==> src/rtl/ehnm_pkg.sv <==
// Shared types and constants of the edge hash neighbour matcher.
// Depends on nothing; every other file but ehnm_ram refers to it by scoped names.
package ehnm_pkg;

  localparam int VertW     = 13;
  localparam int TriW      = 14;
  localparam int SlotW     = 2;
  localparam int CntW      = 15;
  localparam int MaxEntries = 16384;
  localparam int MaxVertices = 4096;
  localparam int HeadSize  = 2 * MaxVertices + 1;
  localparam int KeyW      = $clog2(HeadSize);
  localparam int EntAddrW  = $clog2(MaxEntries);
  localparam int EntDataW  = 2 * VertW + TriW + SlotW;
  localparam int QueueDepth = 2;

  localparam logic [CntW-1:0] LimitReset = CntW'(MaxEntries);

  typedef struct packed {
    logic [VertW-1:0] v1;
    logic [VertW-1:0] v2;
    logic [TriW-1:0]  owner;
    logic [SlotW-1:0] slot;
    logic [KeyW-1:0]  key;
  } item_t;

  typedef struct packed {
    logic init_done;
  } back_status_t;

endpackage

==> src/rtl/ehnm_queue.sv <==
// Short queue between the front and the back stage.
// Depends on ehnm_pkg.
module ehnm_queue (
  input  logic            clk_i,
  input  logic            rst_ni,
  input  logic            push_valid_i,
  output logic            push_ready_o,
  input  ehnm_pkg::item_t push_item_i,
  output logic            pop_valid_o,
  input  logic            pop_i,
  output ehnm_pkg::item_t pop_item_o
);

  localparam int PtrW = $clog2(ehnm_pkg::QueueDepth);

  ehnm_pkg::item_t       slots_q [ehnm_pkg::QueueDepth];
  logic [PtrW-1:0]       wptr_q, rptr_q;
  logic [PtrW:0]         cnt_q;
  logic                  push, pop;

  assign push_ready_o = (cnt_q != (PtrW+1)'(ehnm_pkg::QueueDepth));
  assign pop_valid_o  = (cnt_q != '0);
  assign pop_item_o   = slots_q[rptr_q];
  assign push = push_valid_i && push_ready_o;
  assign pop  = pop_i && pop_valid_o;

  always_ff @(posedge clk_i or negedge rst_ni) begin
    if (!rst_ni) begin
      wptr_q <= '0;
      rptr_q <= '0;
      cnt_q  <= '0;
    end else begin
      if (push) begin
        wptr_q <= (wptr_q == PtrW'(ehnm_pkg::QueueDepth - 1)) ? '0 : wptr_q + 1'b1;
      end
      if (pop) begin
        rptr_q <= (rptr_q == PtrW'(ehnm_pkg::QueueDepth - 1)) ? '0 : rptr_q + 1'b1;
      end
      if (push && !pop) begin
        cnt_q <= cnt_q + 1'b1;
      end else if (pop && !push) begin
        cnt_q <= cnt_q - 1'b1;
      end
    end
  end

  always_ff @(posedge clk_i) begin
    if (push) begin
      slots_q[wptr_q] <= push_item_i;
    end
  end

endmodule

==> config.mk <==
export PLATFORM = sky130hd
export DESIGN_NAME = ehnm_queue
export DESIGN_NICKNAME = d
export VERILOG_FILES = /design/src/rtl/ehnm_pkg.sv /design/src/rtl/ehnm_queue.sv
export SDC_FILE = /design/constraint.sdc
export NUM_CORES = 1
export LEC_CHECK = 0
export ABC_AREA = 1
export BUFFER_PORTS_ARGS = -buffer_cell sky130_fd_sc_hd__buf_4
export CAP_MARGIN = 5
export CORE_MARGIN = 2
export CORE_UTILIZATION = 40
export DETAILED_ROUTE_END_ITERATION = 8
export PLACE_DENSITY = 0.74
export SLEW_MARGIN = 20
export SYNTH_ARGS = -nofsm -noshare
export SYNTH_HDL_FRONTEND = slang
export SYNTH_SLANG_ARGS = --single-unit
==> constraint.sdc <==
create_clock -name clk_i -period 4.6 [get_ports clk_i]
set_clock_uncertainty 0.2 [all_clocks]
set_input_delay 0.92 -clock clk_i [delete_from_list [all_inputs] [get_ports clk_i]]
set_output_delay 0.92 -clock clk_i [all_outputs]
set_load 0.03 [all_outputs]
# After elaboration in Yosys (flattened, before gate mapping)
# Memories as Yosys holds them, arrays and structs flattened.
# Index checks and enable logic that the tools add are counted.
[word_totals]
reg_bits = 4
mem_bits_rw = 112
in_bits = 60
mem_count = 1
[classes]
add_sub_neg = 4
eq_ne = 1
muxes = 6
n_reduce_logical = 8
[memory_table]
columns = ["name", "depth", "word_bits", "rd", "rd_clocked_by_memory_dff", "wr", "line_no", "text"]
rows = [
  ["slots_q", 2, 56, 1, 0, 1, "ehnm_queue.sv:16", "ehnm_pkg::item_t slots_q [ehnm_pkg::QueueDepth];"],
]
[ops]
columns = ["cell", "n"]
rows = [
  ["logical AND 1 bit", 4],
  ["two-way mux 1 bit", 4],
  ["two-way mux 2 bit", 2],
  ["nonzero test 2 bit", 2],
  ["adder 1 bit (second input constant)", 2],
  ["adder 2 x 1 -> 2 bit (second input constant)", 1],
  ["zero test 1 bit", 2],
  ["inequality test 2 bit (second input constant)", 1],
  ["subtractor 2 x 1 -> 2 bit (second input constant)", 1],
]

# Depth between registers and ports, before layout
[logic_depth]
depth_word = 6
ltp_mapped = 10

# Least setup slack after synthesis
# OpenSTA, ideal clock, no wires.
[synth_timing]
path_type = "input -> register"
start = "in push_valid_i"
end = "mem slots_q[0][0] in the netlist's numbering (enable)"
setup_ps = 470
t_arrival_ps = 3389
t_required_ps = 3930
slack_ps = 541
stages = 2
path_buffers = 0
cell_sequence = "nand2_1 nor2_1"
[synth_between]
elab_chain_len = 3
[synth_lines]
columns = ["element", "line_no", "text"]
rows = [
  ["from (decl)", "ehnm_queue.sv:6", "input logic push_valid_i,"],
  ["logical AND 1 bit", "ehnm_queue.sv:24", "assign push = push_valid_i && push_ready_o;"],
  ["two-way mux 1 bit", "ehnm_queue.sv:48", "if (push) begin"],
  ["two-way mux 1 bit (not written as such)", "ehnm_queue.sv:49", "slots_q[wptr_q] <= push_item_i;"],
  ["to (decl)", "ehnm_queue.sv:16", ""],
]
# Every way passes these cells.

==> key figures <==
Final layout
  – Area delta synth->final: 38.1%
  – Fillers: approximately 860
  – Diode count: 0
  – Non-filler cells, final: 599
  – Nets: 511
  – Layout cells sized above 1: 0.335
  – Cell area after layout: just under 6000 µm²

Placement
  – GPL Wtd Cong: between 0.7 and 0.8
  – Placed cell area: 5310 µm²
  – Port Buffers: 117
  – DP Wirelength: between 5 and 6 mm
  – Place WS: roughly 1700 ps
  – Placed Cells: 566

Pwr
  – Clock power share: 0.291
  – Leakage power: 2.53 nW
  – Sw frac: 0.376
  – Switching pwr: 1.68 mW
  – Pwr Density: between 700 and 800 nW/µm²
  – Overall Power: 4.48 mW
  – Sequential share of power: 0.337
  – Share of total power in combinational logic: 0.372
  – Cell Int Power: between 2 and 3 mW
  – Maximum VDD drop: 0.000391 V

Clocking
  – Clk Latency, worst-skew pair: 500 ps
  – Clk sink count: about 120
  – Clock transition at path regs: ~60 ps
  – Root Driver: clkbuf_8
  – CTS max path bufs: 2
  – CTS tree: built
  – H-tree lvl count: 4
  – CTS Buf Count: 17
  – Post-CTS Setup Inserts: 0
  – Post-cts repair resize count: 0
  – CTS hold repair buffers: 1

Synthesis
  – Top post-synthesis cells by area: edfxtp_1 (79%), nand2_1 (16%), dfrtp_1 (2.3%)
  – Seq/Total Area, Yosys: 0.809
  – Post-synth ARST share: 0.0345
  – Syn_area_per_cell: 13.3 µm²
  – Most frequent cell after synthesis: nand2_1
  – Area share of the largest cell type after synthesis: 0.786
  – Register bit total from synthesis: 116
  – Yosys cell types: 13
  – Synth Flop Type: edfxtp_1
  – Number of flops mapped to enable cells by yosys: 112
  – Synth Warn #: 0
  – Cell taking the most area after synthesis: edfxtp_1
  – Net Count, Synth: around 380
  – Syn Inst Count: between 300 and 400
  – Post-Syn Area: between 4000 and 5000 µm²
  – Commonest cells post-synth: nand2_1 (178), edfxtp_1 (112), buf_2 (9)

Timing
  – Final Hold Fails: 0
  – FMAX: 314 MHz
  – Final worst path period need: roughly 3200 ps
  – Max-slew headroom: 0.340
  – Setup slack after layout: 1420 ps
  – Setup violators final: 0
  – Worst-margin pin slew: 989 ps
  – Setup TNS Final: 0 ps
  – RSZ-0062 raised after global routing: false
  – Tcrit/Tclk final: 0.692
  – Max-slew violations: 0

Worst hold path
  – Min-delay src: cnt_q[0]$_DFFE_PN0P_
  – Worst Hold Depth: 1
  – Hold/Removal Path Class: reg -> reg
  – Hold endpoint: cnt_q[0]$_DFFE_PN0P_

Drt
  – Post-DRT Antenna Nets: 0
  – Via Count: 2,686
  – Vias per inst: approximately 4.5
  – DR WL/cell: approximately 14 µm
  – DRC violations left: 0
  – First drt pass iteration count: 4
  – Final wirelength: 8.25 mm
  – Drt first-iter violations: 150

GRT
  – Met2 usage: 0.246
  – Total GRT Usage: 0.147
  – Initial antenna violation count: 0
  – Largest net degree at the start of global routing: 58
  – Vias in the first global route: 2,595
  – Total gr overflow: 0
  – First-pass GRT wire length: 12.7 mm
  – M3 GR Usage: 0.0533
  – GRT met1 Usage: 0.174
  – Global route hottest layer: met2

Job
  – Max_cap viols: 0

Floorplan
  – Starting Density: 0.413
  – Die span in y: 107 µm
  – # rows: 37
  – Placeable core area: ~10,000 µm²
  – Die W: between 100 and 150 µm
  – I/O pins: 118
  – Die area: 11,500 µm²

Status
  – Status: finished, final reports clean

Critical path
  – CP Max Fanout: 57
  – Critical path capture point type: output pin
  – Reg2Reg Depth: 5
  – Worst path required time: approximately 3500 ps
  – CP arrival: 2060 ps
  – Reg2reg setup slack: 2200 ps
  – Setup CP Type: reg -> out
  – FF-to-FF Start: cnt_q[0]$_DFFE_PN0P_
  – CP Launch Type: flip-flop
  – Reg-to-Reg End: slots_q[0][29]$_DFFE_PP_
area by class of cell:
class / count / area, µm² / share of cell area
inverters: 7 / 26.3 / 0.00445
multi-input cells: 186 / 737 / 0.125
well taps: 136 / 170 / 0.0288
clock inverters: 15 / 180 / 0.0305
repair buffers: 122 / 918 / 0.155
clock buffers: 17 / 414 / 0.0701
flip-flops and latches: 116 / 3460 / 0.586
per-layer routing:
layer,wire length [µm],part of all wire,vias to the layer above
met4,77,0.0093,0
met5,0,0,-
met1,3330,0.40,1257
met2,4310,0.52,86
li1,-,-,1336
met3,537,0.065,7
power by group through the flow:
stage                     Sequential (mW)  Clock [mW]  Combinational [mW]
after floorplan                      1.53           0                1.07
after global placement               1.52           0                1.67
after detailed placement             1.53           0                1.69
after CTS                            1.51        1.33                1.69
after global routing                 1.53        1.37                1.80
final                                1.51        1.30                1.66
sequential cells by signal, indices dropped and copies added, names as in the netlist:
register,count
cnt_q,2
rptr_q,1
slots_q,112
wptr_q,1
worst max-delay path by stage:
stage	startpoint	end	slack (ps)
after floorplan	push_valid_i	slots_q[0][0]$_DFFE_PP_	540
after detailed placement	push_valid_i	slots_q[0][40]$_DFFE_PP_	1720
final	rptr_q$_DFFE_PN0P_	pop_item_o[35]	1420
after CTS	rptr_q$_DFFE_PN0P_	pop_item_o[36]	1370
after global placement	push_valid_i	slots_q[0][34]$_DFFE_PP_	1740
after global routing	rptr_q$_DFFE_PN0P_	pop_item_o[35]	1220
layout by cell type, fill, tap and decap left out:
master         netlist  routed
bufinv_16            0       3
clkinvlp_4           0       4
dfrtp_1              4       3
buf_4                3     121
edfxtp_1           112     112
clkbuf_8             0       1
clkbuf_16            0      16
xor2_1               1       1
dlygate4sd3_1        0       1
inv_2                1       1
clkinv_1             0       2
inv_1                6       6
dfrtp_2              0       1
nand4_1              1       1
nand3_1              2       2
nor2_4               0       2
ha_1                 1       1
clkinv_4             0       2
nand2_1            178     178
inv_6                0       4
xnor2_1              1       1
critical path, stage by stage, from the launching register on:
cell and delay [ps]:
dfrtp_2 400, inv_2 710, nand2_1 140, nand2_1 130, buf_4 160
through the flow:
step                hold slack [ps]  utilization
floorplan                       262            -
global placement                281        0.512
detailed placement              316        0.512
finish                          318        0.570
CTS                             324        0.570
global route                    356        0.570
logic make-up (layout without fill, tap and decap cells):
group	count (synthesis)	in the layout	share of synthesized area
flops	116	116	0.809
buf+inv	19	161	0.0219
fa+ha+maj	1	1	0.00292
simple gates	183	183	0.162
xor+xnor	2	2	0.00409
No activity file was read; power rests on OpenSTA's default activity.
