===== config.mk =====
export PLATFORM = sky130hd
export DESIGN_NAME = ehnm_front
export DESIGN_NICKNAME = d
export VERILOG_FILES = /design/src/rtl/ehnm_pkg.sv /design/src/rtl/ehnm_front.sv
export SDC_FILE = /design/constraint.sdc
export NUM_CORES = 1
export LEC_CHECK = 0
export BUFFER_PORTS_ARGS = -buffer_cell sky130_fd_sc_hd__buf_2
export CAP_MARGIN = 25
export CELL_PAD_IN_SITES_DETAIL_PLACEMENT = 1
export CELL_PAD_IN_SITES_GLOBAL_PLACEMENT = 1
export CORE_ASPECT_RATIO = 1.1
export CORE_UTILIZATION = 35
export CTS_CLUSTER_SIZE = 14
export DETAILED_ROUTE_END_ITERATION = 12
export PLACE_DENSITY = 0.81
export SETUP_SLACK_MARGIN = 0.02
export SYNTH_ARGS = -nofsm -noshare
export SYNTH_HDL_FRONTEND = slang
export SYNTH_SLANG_ARGS = --single-unit
export TNS_END_PERCENT = 1

===== constraint.sdc =====
create_clock -name clk_i -period 2.1 [get_ports clk_i]
set_input_delay 0.42 -clock clk_i [delete_from_list [all_inputs] [get_ports clk_i]]
set_output_delay 0.42 -clock clk_i [all_outputs]
set_load 0.05 [all_outputs]

===== src/rtl/ehnm_pkg.sv =====
// Shared types and constants of the edge hash neighbour matcher.
// Depends on nothing; every other file but ehnm_ram refers to it by scoped names.
package ehnm_pkg;

  localparam int VertW     = 13;
  localparam int TriW      = 14;
  localparam int SlotW     = 2;
  localparam int CntW      = 15;
  localparam int MaxEntries = 16384;
  localparam int MaxVertices = 4096;
  localparam int HeadSize  = 2 * MaxVertices + 1;
  localparam int KeyW      = $clog2(HeadSize);
  localparam int EntAddrW  = $clog2(MaxEntries);
  localparam int EntDataW  = 2 * VertW + TriW + SlotW;
  localparam int QueueDepth = 2;

  localparam logic [CntW-1:0] LimitReset = CntW'(MaxEntries);

  typedef struct packed {
    logic [VertW-1:0] v1;
    logic [VertW-1:0] v2;
    logic [TriW-1:0]  owner;
    logic [SlotW-1:0] slot;
    logic [KeyW-1:0]  key;
  } item_t;

  typedef struct packed {
    logic init_done;
  } back_status_t;

endpackage


===== src/rtl/ehnm_front.sv =====
// Front stage: take input transactions, compute the bucket key, hand on.
// Depends on ehnm_pkg.
module ehnm_front (
  input  logic                           clk_i,
  input  logic                           rst_ni,
  input  logic                           in_valid_i,
  output logic                           in_ready_o,
  input  logic [ehnm_pkg::VertW-1:0]     first_vertex_i,
  input  logic [ehnm_pkg::VertW-1:0]     second_vertex_i,
  input  logic [ehnm_pkg::TriW-1:0]      triangle_i,
  input  logic [ehnm_pkg::SlotW-1:0]     edge_slot_i,
  input  ehnm_pkg::back_status_t         status_i,
  output logic                           push_valid_o,
  input  logic                           push_ready_i,
  output ehnm_pkg::item_t                push_item_o
);

  logic            valid_q;
  ehnm_pkg::item_t item_q;
  logic [ehnm_pkg::KeyW:0] sum;
  logic [ehnm_pkg::KeyW-1:0] key;

  // vertex sum modulo the head size: sum stays below twice the head size
  assign sum = (ehnm_pkg::KeyW+1)'(first_vertex_i) + (ehnm_pkg::KeyW+1)'(second_vertex_i);
  assign key = (sum >= (ehnm_pkg::KeyW+1)'(ehnm_pkg::HeadSize))
             ? ehnm_pkg::KeyW'(sum - (ehnm_pkg::KeyW+1)'(ehnm_pkg::HeadSize))
             : ehnm_pkg::KeyW'(sum);

  assign in_ready_o   = status_i.init_done && (!valid_q || push_ready_i);
  assign push_valid_o = valid_q;
  assign push_item_o  = item_q;

  always_ff @(posedge clk_i or negedge rst_ni) begin
    if (!rst_ni) begin
      valid_q <= 1'b0;
    end else if (in_valid_i && in_ready_o) begin
      valid_q <= 1'b1;
    end else if (push_ready_i) begin
      valid_q <= 1'b0;
    end
  end

  always_ff @(posedge clk_i) begin
    if (in_valid_i && in_ready_o) begin
      item_q.v1    <= first_vertex_i;
      item_q.v2    <= second_vertex_i;
      item_q.owner <= triangle_i;
      item_q.slot  <= edge_slot_i;
      item_q.key   <= key;
    end
  end

endmodule


## Word-level counts from Yosys, hierarchy flattened

Index checks and enable logic that the tools add are counted.

| storage, ports and cells | value |
|---|---|
| word-level logic and storage cells | 17 |
| ROM bits | 0 |
| latch bits | 0 |
| input bits | 47 |
| RAM bits | 0 |
| memories kept | 0 |
| output and inout bits | 58 |
| flip-flop bits (word level) | 57 |

| operators by class | value |
|---|---|
| add/subtract/negate cells | 2 |
| eq/ne operators | 0 |
| magnitude comparators | 1 |
| reductions and logical operators | 5 |
| multiply operators | 0 |
| bitwise gates (word level) | 0 |
| div/mod/pow operators | 0 |
| mux-type cells | 3 |
| shift-type cells | 0 |

Operators by type and width:

| kind | number |
|---|---|
| adder 13 x 13 -> 14 bit | 1 |
| greater-or-equal comparator 14 bit, second input constant | 1 |
| two-way mux 14 bit | 1 |
| subtractor 14 bit, second input constant | 1 |
| logical AND 1 bit | 2 |
| two-way mux 1 bit | 2 |
| nonzero test 2 bit | 1 |
| logical NOT 1 bit | 1 |
| logical OR 1 bit | 1 |

## Logic depth before layout (Yosys ltp)

Gate-level depths: netlist of the first run.

| depth | value |
|---|---|
| depth in word-level cells | 5 |
| gate-level depth with buffers | 10 |
| depth with buffers taken out | 10 |

## Worst setup path before layout of the first run

Ideal clock, no wire load.

| timing | value |
|---|---|
| kind | register -> register |
| start point | register valid_q, in the netlist push_valid_o |
| end point | register item_q (netlist bit push_item_o[0]), enable pin |
| buffers on the path | 0 |
| stages on the path, launching flop included | 5 |
| arrival | 2.405 ns |
| setup time | 0.410 ns |
| setup slack | -0.715 ns |
| cell sequence | dfrtp_1 -> nand2b_1 -> and2_1 -> nand2_1 -> inv_1 |

| between the ends | value |
|---|---|
| cells in the longest elaborated chain, start to end | 4 |

RTL lines:

| item | RTL line | text |
|---|---|---|
| from (decl) | ehnm_front.sv:18 | `logic valid_q;` |
| from (signal assigned) | ehnm_front.sv:35 | `valid_q <= 1'b0;` |
| from (signal assigned) | ehnm_front.sv:37 | `valid_q <= 1'b1;` |
| from (signal assigned) | ehnm_front.sv:39 | `valid_q <= 1'b0;` |
| logical NOT 1 bit | ehnm_front.sv:29 | `assign in_ready_o = status_i.init_done && (!valid_q \|\| push_ready_i);` |
| logical OR 1 bit | ehnm_front.sv:29 |  |
| logical AND 1 bit | ehnm_front.sv:29 |  |
| via in_ready_o | ehnm_front.sv:7 | `output logic in_ready_o,` |
| logical AND 1 bit | ehnm_front.sv:44 | `if (in_valid_i && in_ready_o) begin` |
| to (decl) | ehnm_front.sv:19 | `ehnm_pkg::item_t item_q;` |

The timed path passes the listed nets, and every way through them passes these cells.
A chain may end at the register's enable or synchronous reset.

## Final worst setup path of the first run

| timing | value |
|---|---|
| start point | input port first_vertex_i[4] (netlist name) |
| end point | register item_q (netlist bit push_item_o[1]), data pin |

| between the ends | value |
|---|---|
| cells in the longest elaborated chain, start to end | 3 |

RTL lines:

| item | RTL line | text |
|---|---|---|
| from (decl) | ehnm_front.sv:8 | `input logic [ehnm_pkg::VertW-1:0] first_vertex_i,` |
| adder 13 x 13 -> 14 bit | ehnm_front.sv:24 | `assign sum = (ehnm_pkg::KeyW+1)'(first_vertex_i) + (ehnm_pkg::KeyW+1)'(second_vertex_i);` |
| greater-or-equal comparator 14 bit | ehnm_front.sv:25 | `assign key = (sum >= (ehnm_pkg::KeyW+1)'(ehnm_pkg::HeadSize))` |
| two-way mux 14 bit | ehnm_front.sv:26 | `? ehnm_pkg::KeyW'(sum - (ehnm_pkg::KeyW+1)'(ehnm_pkg::HeadSize))` |
| via key, one bit | ehnm_front.sv:21 | `logic [ehnm_pkg::KeyW-1:0] key;` |

The timed path passes the listed nets, and every way through them passes these cells.

==> metrics.csv, run 1 <==
metric,value,unit
register area,1710,sq um
# fillers,886,
DRT iter0 DRCs,68,
ratio of cells with drive above 1 in the final layout,54.0,%
DIE AREA,8840,sq um
setup_tns,-3.88,ns
Vias/cell,5.10,
Sequential Power Share,37.4,%
GRT Max-Usage Layer,met2,
worst hold path depth,1,
GR Util met3,5.09,%
Final Hold Fails,0,
synthesized area per cell,13.4,sq um
placed cell area,4110,sq um
share of total power in the clock network,34.4,%
Max Fclk,413,MHz
max-slew violation count,0,
# rows,34,
core area,8040,sq um
most frequent cells in the layout,"102 x buf_2, 59 x buf_4, 56 x edfxtp_1",
RSZ-0062 raised after global routing,true,
Worst Path Max Fanout,7,
Final setup viols,14,
post-DP HPWL,6.09,mm
register bit count reported by yosys,57,
RR Startpoint,push_valid_o,
clk sinks,57,
Slew @ Worst Pin,0.453,ns
hold crit path type,in2reg,
DRC violations left,0,
maxcap violations,0,
Cell variety after synth,56,
"Async S/R FF share, synth",1.75,%
pwr dens,801,nW/um^2
Synth Instances,221,
post-route ant nets,0,
Placed Cells,484,
Worst path slowest cell,ha_1,
multi-input logic area,1350,sq um
Switching Share,30.1,%
crit path from,first_vertex_i[4],
die span in x,89.8,um
Synth-to-Final Area Change,51.8,%
CTS buffer count,9,
failing checks,setup timing,
period utilization,115,%
Clock Skew,0.0110,ns
CTS tree,built,
GR Util met2,37.9,%
"worst slack, placed",-0.848,ns
root buf cell,clkbuf_8,
Final min period,2.42,ns
crit path DAT,2.61,ns
Switch Pwr,1.08,mW
Ant. Diodes,0,
Max clock buf depth,2,
P_leak,1.89,nW
Worst VDD drop,0.367,mV
status,finished with violations,
Max-Slew Margin vs Limit,69.7,%
Placer Congestion,0.827,
largest area contributor in the netlist,edfxtp_1,
starting density of the core,36.9,%
synth warn,0,
worst-path cell chain,"buf_2, ha_1, buf_4, a21oi_4, buf_4, o211ai_1, a22oi_2, buf_6, nand4bb_4, o21ai_4, mux2i_1",
number of synthesized flops with an enable pin,56,
Total Routed Length,8.30,mm
total grt overflow,0,
H-tree levels,3,
top_reg_cell synth,edfxtp_1,
combinational cell fraction of total power,28.2,%
"most common cell after layout, fill and taps aside",buf_2,
Internal,2.52,mW
synth top area cells,"edfxtp_1 57%, ha_1 6.3%, xnor2_1 2.7%",
PortBufs,104,
post-DR wirelength/cell,16.4,um
mapped cell area,2970,sq um
Tot Pwr,3.61,mW
"slowest stage delay, CP",0.38,ns
sequential area share after synthesis,57.6,%
Worst-path clk slew,0.07,ns
Total GRT Usage,19.9,%
I/O Pins,105,
CP Class,in2reg,
Layout Nets,456,
most frequent CP cell,buf_4,
FF-to-FF path depth,5,
Synth top area share,56.7,%
Syn Nets,284,
"Data required, critical path",2.29,ns
Vias,2579,
initial antenna violation count,0,
post-route cell area,4500,sq um
CP startpoint kind,input port,
clk_lat worst skew,0.35,ns
Fin Hold WS,0.249,ns
crit end category,register,
met1 Usage GRT,20.0,%
drt first pass iters,6,
number of global-route vias before repair,2881,
first-pass GRT wire length,13.7,mm
largest net degree at the start of global routing,57,
final worst setup slack,-0.321,ns
final cell count without fillers,506,
hold path start,second_vertex_i[0],
Vert. Die Dim,98.5,um
final core utilization,56.0,%
critical path: cells and delay by family:
kind | cells | cell delay [ns]
AND/OR/NAND/NOR | 1 | 0.21
adder cells (fa/ha/maj) | 1 | 0.38
buffers and inverters | 4 | 0.60
multiplexers | 1 | 0.23
AO/OA/AOI/OAI | 4 | 0.79
final cells by class:
class,count,area share [%]
clock buffer,10,2.83
timing repair buffer,167,23.1
tap,108,3.00
multi-input combinational,150,30.0
sequential,57,37.9
clock inverter,6,2.36
inverter,8,0.750
cells in the mapped netlist (2+ instances only):
master / n
and2_1: 4
o31ai_1: 5
and3_1: 2
a21oi_1: 9
a2111oi_0: 2
o211ai_1: 5
edfxtp_1: 56
a21o_1: 9
ha_1: 15
o21ai_1: 2
nand3_1: 5
nor3_1: 6
inv_1: 8
nand4_1: 2
o21a_1: 4
nand2_1: 6
a211oi_2: 2
nand2b_1: 4
mux2i_1: 3
o2111ai_1: 4
or3_1: 4
xor2_1: 5
o21ai_0: 7
buf_2: 4
xnor2_1: 9
nor2b_1: 2
nor2_1: 8
flip-flops by register name, summed over array words and instances, names as in the netlist:
register	count
push_valid_o	1
push_item_o	56
power by group through the flow:
| stage | Sequential [mW] | Combinational [mW] | Clock, mW |
|---|---|---|---|
| finish | 1.35 | 1.02 | 1.24 |
| global route | 1.35 | 1.08 | 1.32 |
| CTS | 1.35 | 1.01 | 1.28 |
| floorplan | 1.58 | 0.388 | 0 |
| global placement | 1.37 | 0.912 | 0 |
| detailed placement | 1.37 | 0.951 | 0 |
logic make-up after synthesis:
family                   count (synthesis)  share of synthesized area [%]
AO/OA/AOI/OAI                           66                           17.8
XOR/XNOR                                14                           4.14
adder cells (fa/ha/maj)                 16                           7.00
buffers and inverters                   14                           2.19
flip-flops                              57                           57.6
multiplexers                             3                           1.01
AND/OR/NAND/NOR                         51                           10.3
metal layers:
layer	routed length (um)	vias up
met4	142	0
met5	0	-
li1	-	1216
met1	3120	1275
met3	381	12
met2	4650	76
what timing repair did:
item                       CTS  global route
hold buffers                 1             0
resized for setup           22             2
hold endpoints to repair     1             0
buffers inserted             5             0
setup endpoints to repair   14            14
pin swaps                   17             4
worst paths after layout:
check | to | slack [ns]
worst min register to register | push_valid_o | 0.52
worst max-delay path | push_item_o[1] | -0.32
min in group asynchronous | push_valid_o | 0.37
worst min-delay path | push_item_o[30] | 0.25
worst max register to register | push_item_o[47] | 0.63
max in group asynchronous | push_valid_o | 1.65
No activity file was read; power rests on OpenSTA's default activity.
==> run 2, diff against run 1 <==
==> constraint.sdc (replaced) <==
create_clock -name clk_i -period 2.1 [get_ports clk_i]
set_input_delay 0.42 -clock clk_i [delete_from_list [all_inputs] [get_ports clk_i]]
set_output_delay 0.42 -clock clk_i [all_outputs]
set_load 0.02 [all_outputs]
==> run 2 against run 1 <==
Net effect:
- the flow still finishes with violations (setup timing)
- cell area is 2.4% higher
- sequential share of layout area fell by 0.88 points
- highest routed layer unchanged
- hold slack about the same
- largest power group unchanged
==> metrics.csv, run 2 (synthesized netlist as in run 1, its figures left out) <==
metric,value,unit
Synth-to-Final Area Change,55.4,%
register area,1710,sq um
P_leak,1.91,nW
crit end category,register,
PortBufs,104,
CTS buffer count,9,
period utilization,117,%
Total GRT Usage,19.7,%
DIE AREA,8840,sq um
ratio of cells with drive above 1 in the final layout,57.8,%
Ant. Diodes,0,
setup_tns,-4.07,ns
CP startpoint kind,input port,
Final setup viols,14,
CTS tree,built,
total grt overflow,0,
status,finished with violations,
Vias/cell,5.08,
Placer Congestion,0.831,
worst-path cell chain,"buf_8, ha_4, inv_2, fa_2, nor2b_4, o31a_1, buf_4, o21ai_1, a22oi_2, buf_6, nand4bb_4, o211ai_1, xnor2_1",
RSZ-0062 raised after global routing,true,
final core utilization,57.3,%
Slew @ Worst Pin,0.427,ns
Worst path slowest cell,fa_2,
clk sinks,57,
H-tree levels,3,
post-route cell area,4610,sq um
Final Hold Fails,0,
Tot Pwr,3.43,mW
root buf cell,clkbuf_8,
I/O Pins,105,
pwr dens,744,nW/um^2
largest net degree at the start of global routing,57,
Worst-path clk slew,0.07,ns
"Data required, critical path",2.19,ns
die span in x,89.8,um
# fillers,864,
Max Fclk,408,MHz
Total Routed Length,8.60,mm
Max-Slew Margin vs Limit,71.4,%
initial antenna violation count,0,
core area,8040,sq um
post-DR wirelength/cell,16.8,um
most frequent cells in the layout,"102 x buf_2, 64 x buf_4, 56 x edfxtp_1",
Worst Path Max Fanout,7,
failing checks,setup timing,
clk_lat worst skew,0.35,ns
placed cell area,4080,sq um
crit path DAT,2.54,ns
Final min period,2.45,ns
drt first pass iters,4,
Vias,2596,
DRT iter0 DRCs,70,
first-pass GRT wire length,13.6,mm
Vert. Die Dim,98.5,um
number of global-route vias before repair,2841,
Layout Nets,461,
"slowest stage delay, CP",0.36,ns
Max clock buf depth,2,
hold crit path type,in2reg,
max-slew violation count,0,
DRC violations left,0,
Clock Skew,0.00782,ns
starting density of the core,36.9,%
"most common cell after layout, fill and taps aside",buf_2,
Worst VDD drop,0.348,mV
post-route ant nets,0,
max reg flops,56,
post-DP HPWL,5.85,mm
final worst setup slack,-0.353,ns
# rows,34,
maxcap violations,0,
CP Class,in2reg,
multi-input logic area,1440,sq um
[run 2: cell count changes in the layout (fill, tap and decap cells not counted), sizes merged]
cell    change
buf         +5
clkbuf      -1
inv         +2
bufinv      -1
[run 2: area by class of cell]
class / instances / area share (%)
tap: 108 / 2.93
multi-input combinational: 150 / 31.3
inverter: 8 / 0.651
clock buffer: 9 / 2.69
clock inverter: 7 / 2.04
timing repair buffer: 172 / 23.4
sequential: 57 / 37.0
[run 2: stage by stage]
step	cells	worst slack, ns	hold slack [ns]
global route	511	-0.425	0.233
finish	511	-0.353	0.249
CTS	509	-0.334	0.235
floorplan	221	-0.503	0.124
detailed placement	483	-0.877	0.199
global placement	483	-0.783	0.194
[run 2: worst max-delay path, delay by kind of cell]
family	cells	cell delay, ns
xor+xnor	1	0.10
buf+inv	4	0.40
compound gates	4	0.77
simple gates	2	0.37
fa+ha+maj	2	0.49
[run 2: path summary, 6_finish.rpt]
path	from	to	slack, ns	depth (start not counted)
min	triangle_i[10]	push_item_o[26]	0.25	1
max reg2reg	push_valid_o	push_item_o[49]	0.69	5
max in group asynchronous	rst_ni	push_valid_o	1.63	2
min in group asynchronous	rst_ni	push_valid_o	0.39	2
max	second_vertex_i[0]	push_item_o[5]	-0.35	13
min reg2reg	push_valid_o	push_valid_o	0.52	2
[run 2: report_power, final]
part	internal (mW)	leakage, nW	switching (mW)
Clock	0.666	0.106	0.472
Sequential	1.33	0.534	0.0138
Combinational	0.433	1.27	0.513
Total	2.43	1.91	0.998
[run 2: timing repair]
action,4_1_cts,5_1_grt
gates resized for setup,26,11
pin swaps,18,9
hold endpoints to repair,1,0
endpoints found under the setup margin,14,14
hold buffers,1,0
setup buffers,9,2
[run 2: layer usage]
metal | GRT usage, % | part of all wire [%] | up-vias
li1 | - | - | 1222
met2 | 36.7 | 54 | 91
met3 | 4.40 | 4.5 | 26
met1 | 20.4 | 38 | 1257
met4 | 11.2 | 4.1 | 0
met5 | 0 | 0 | -
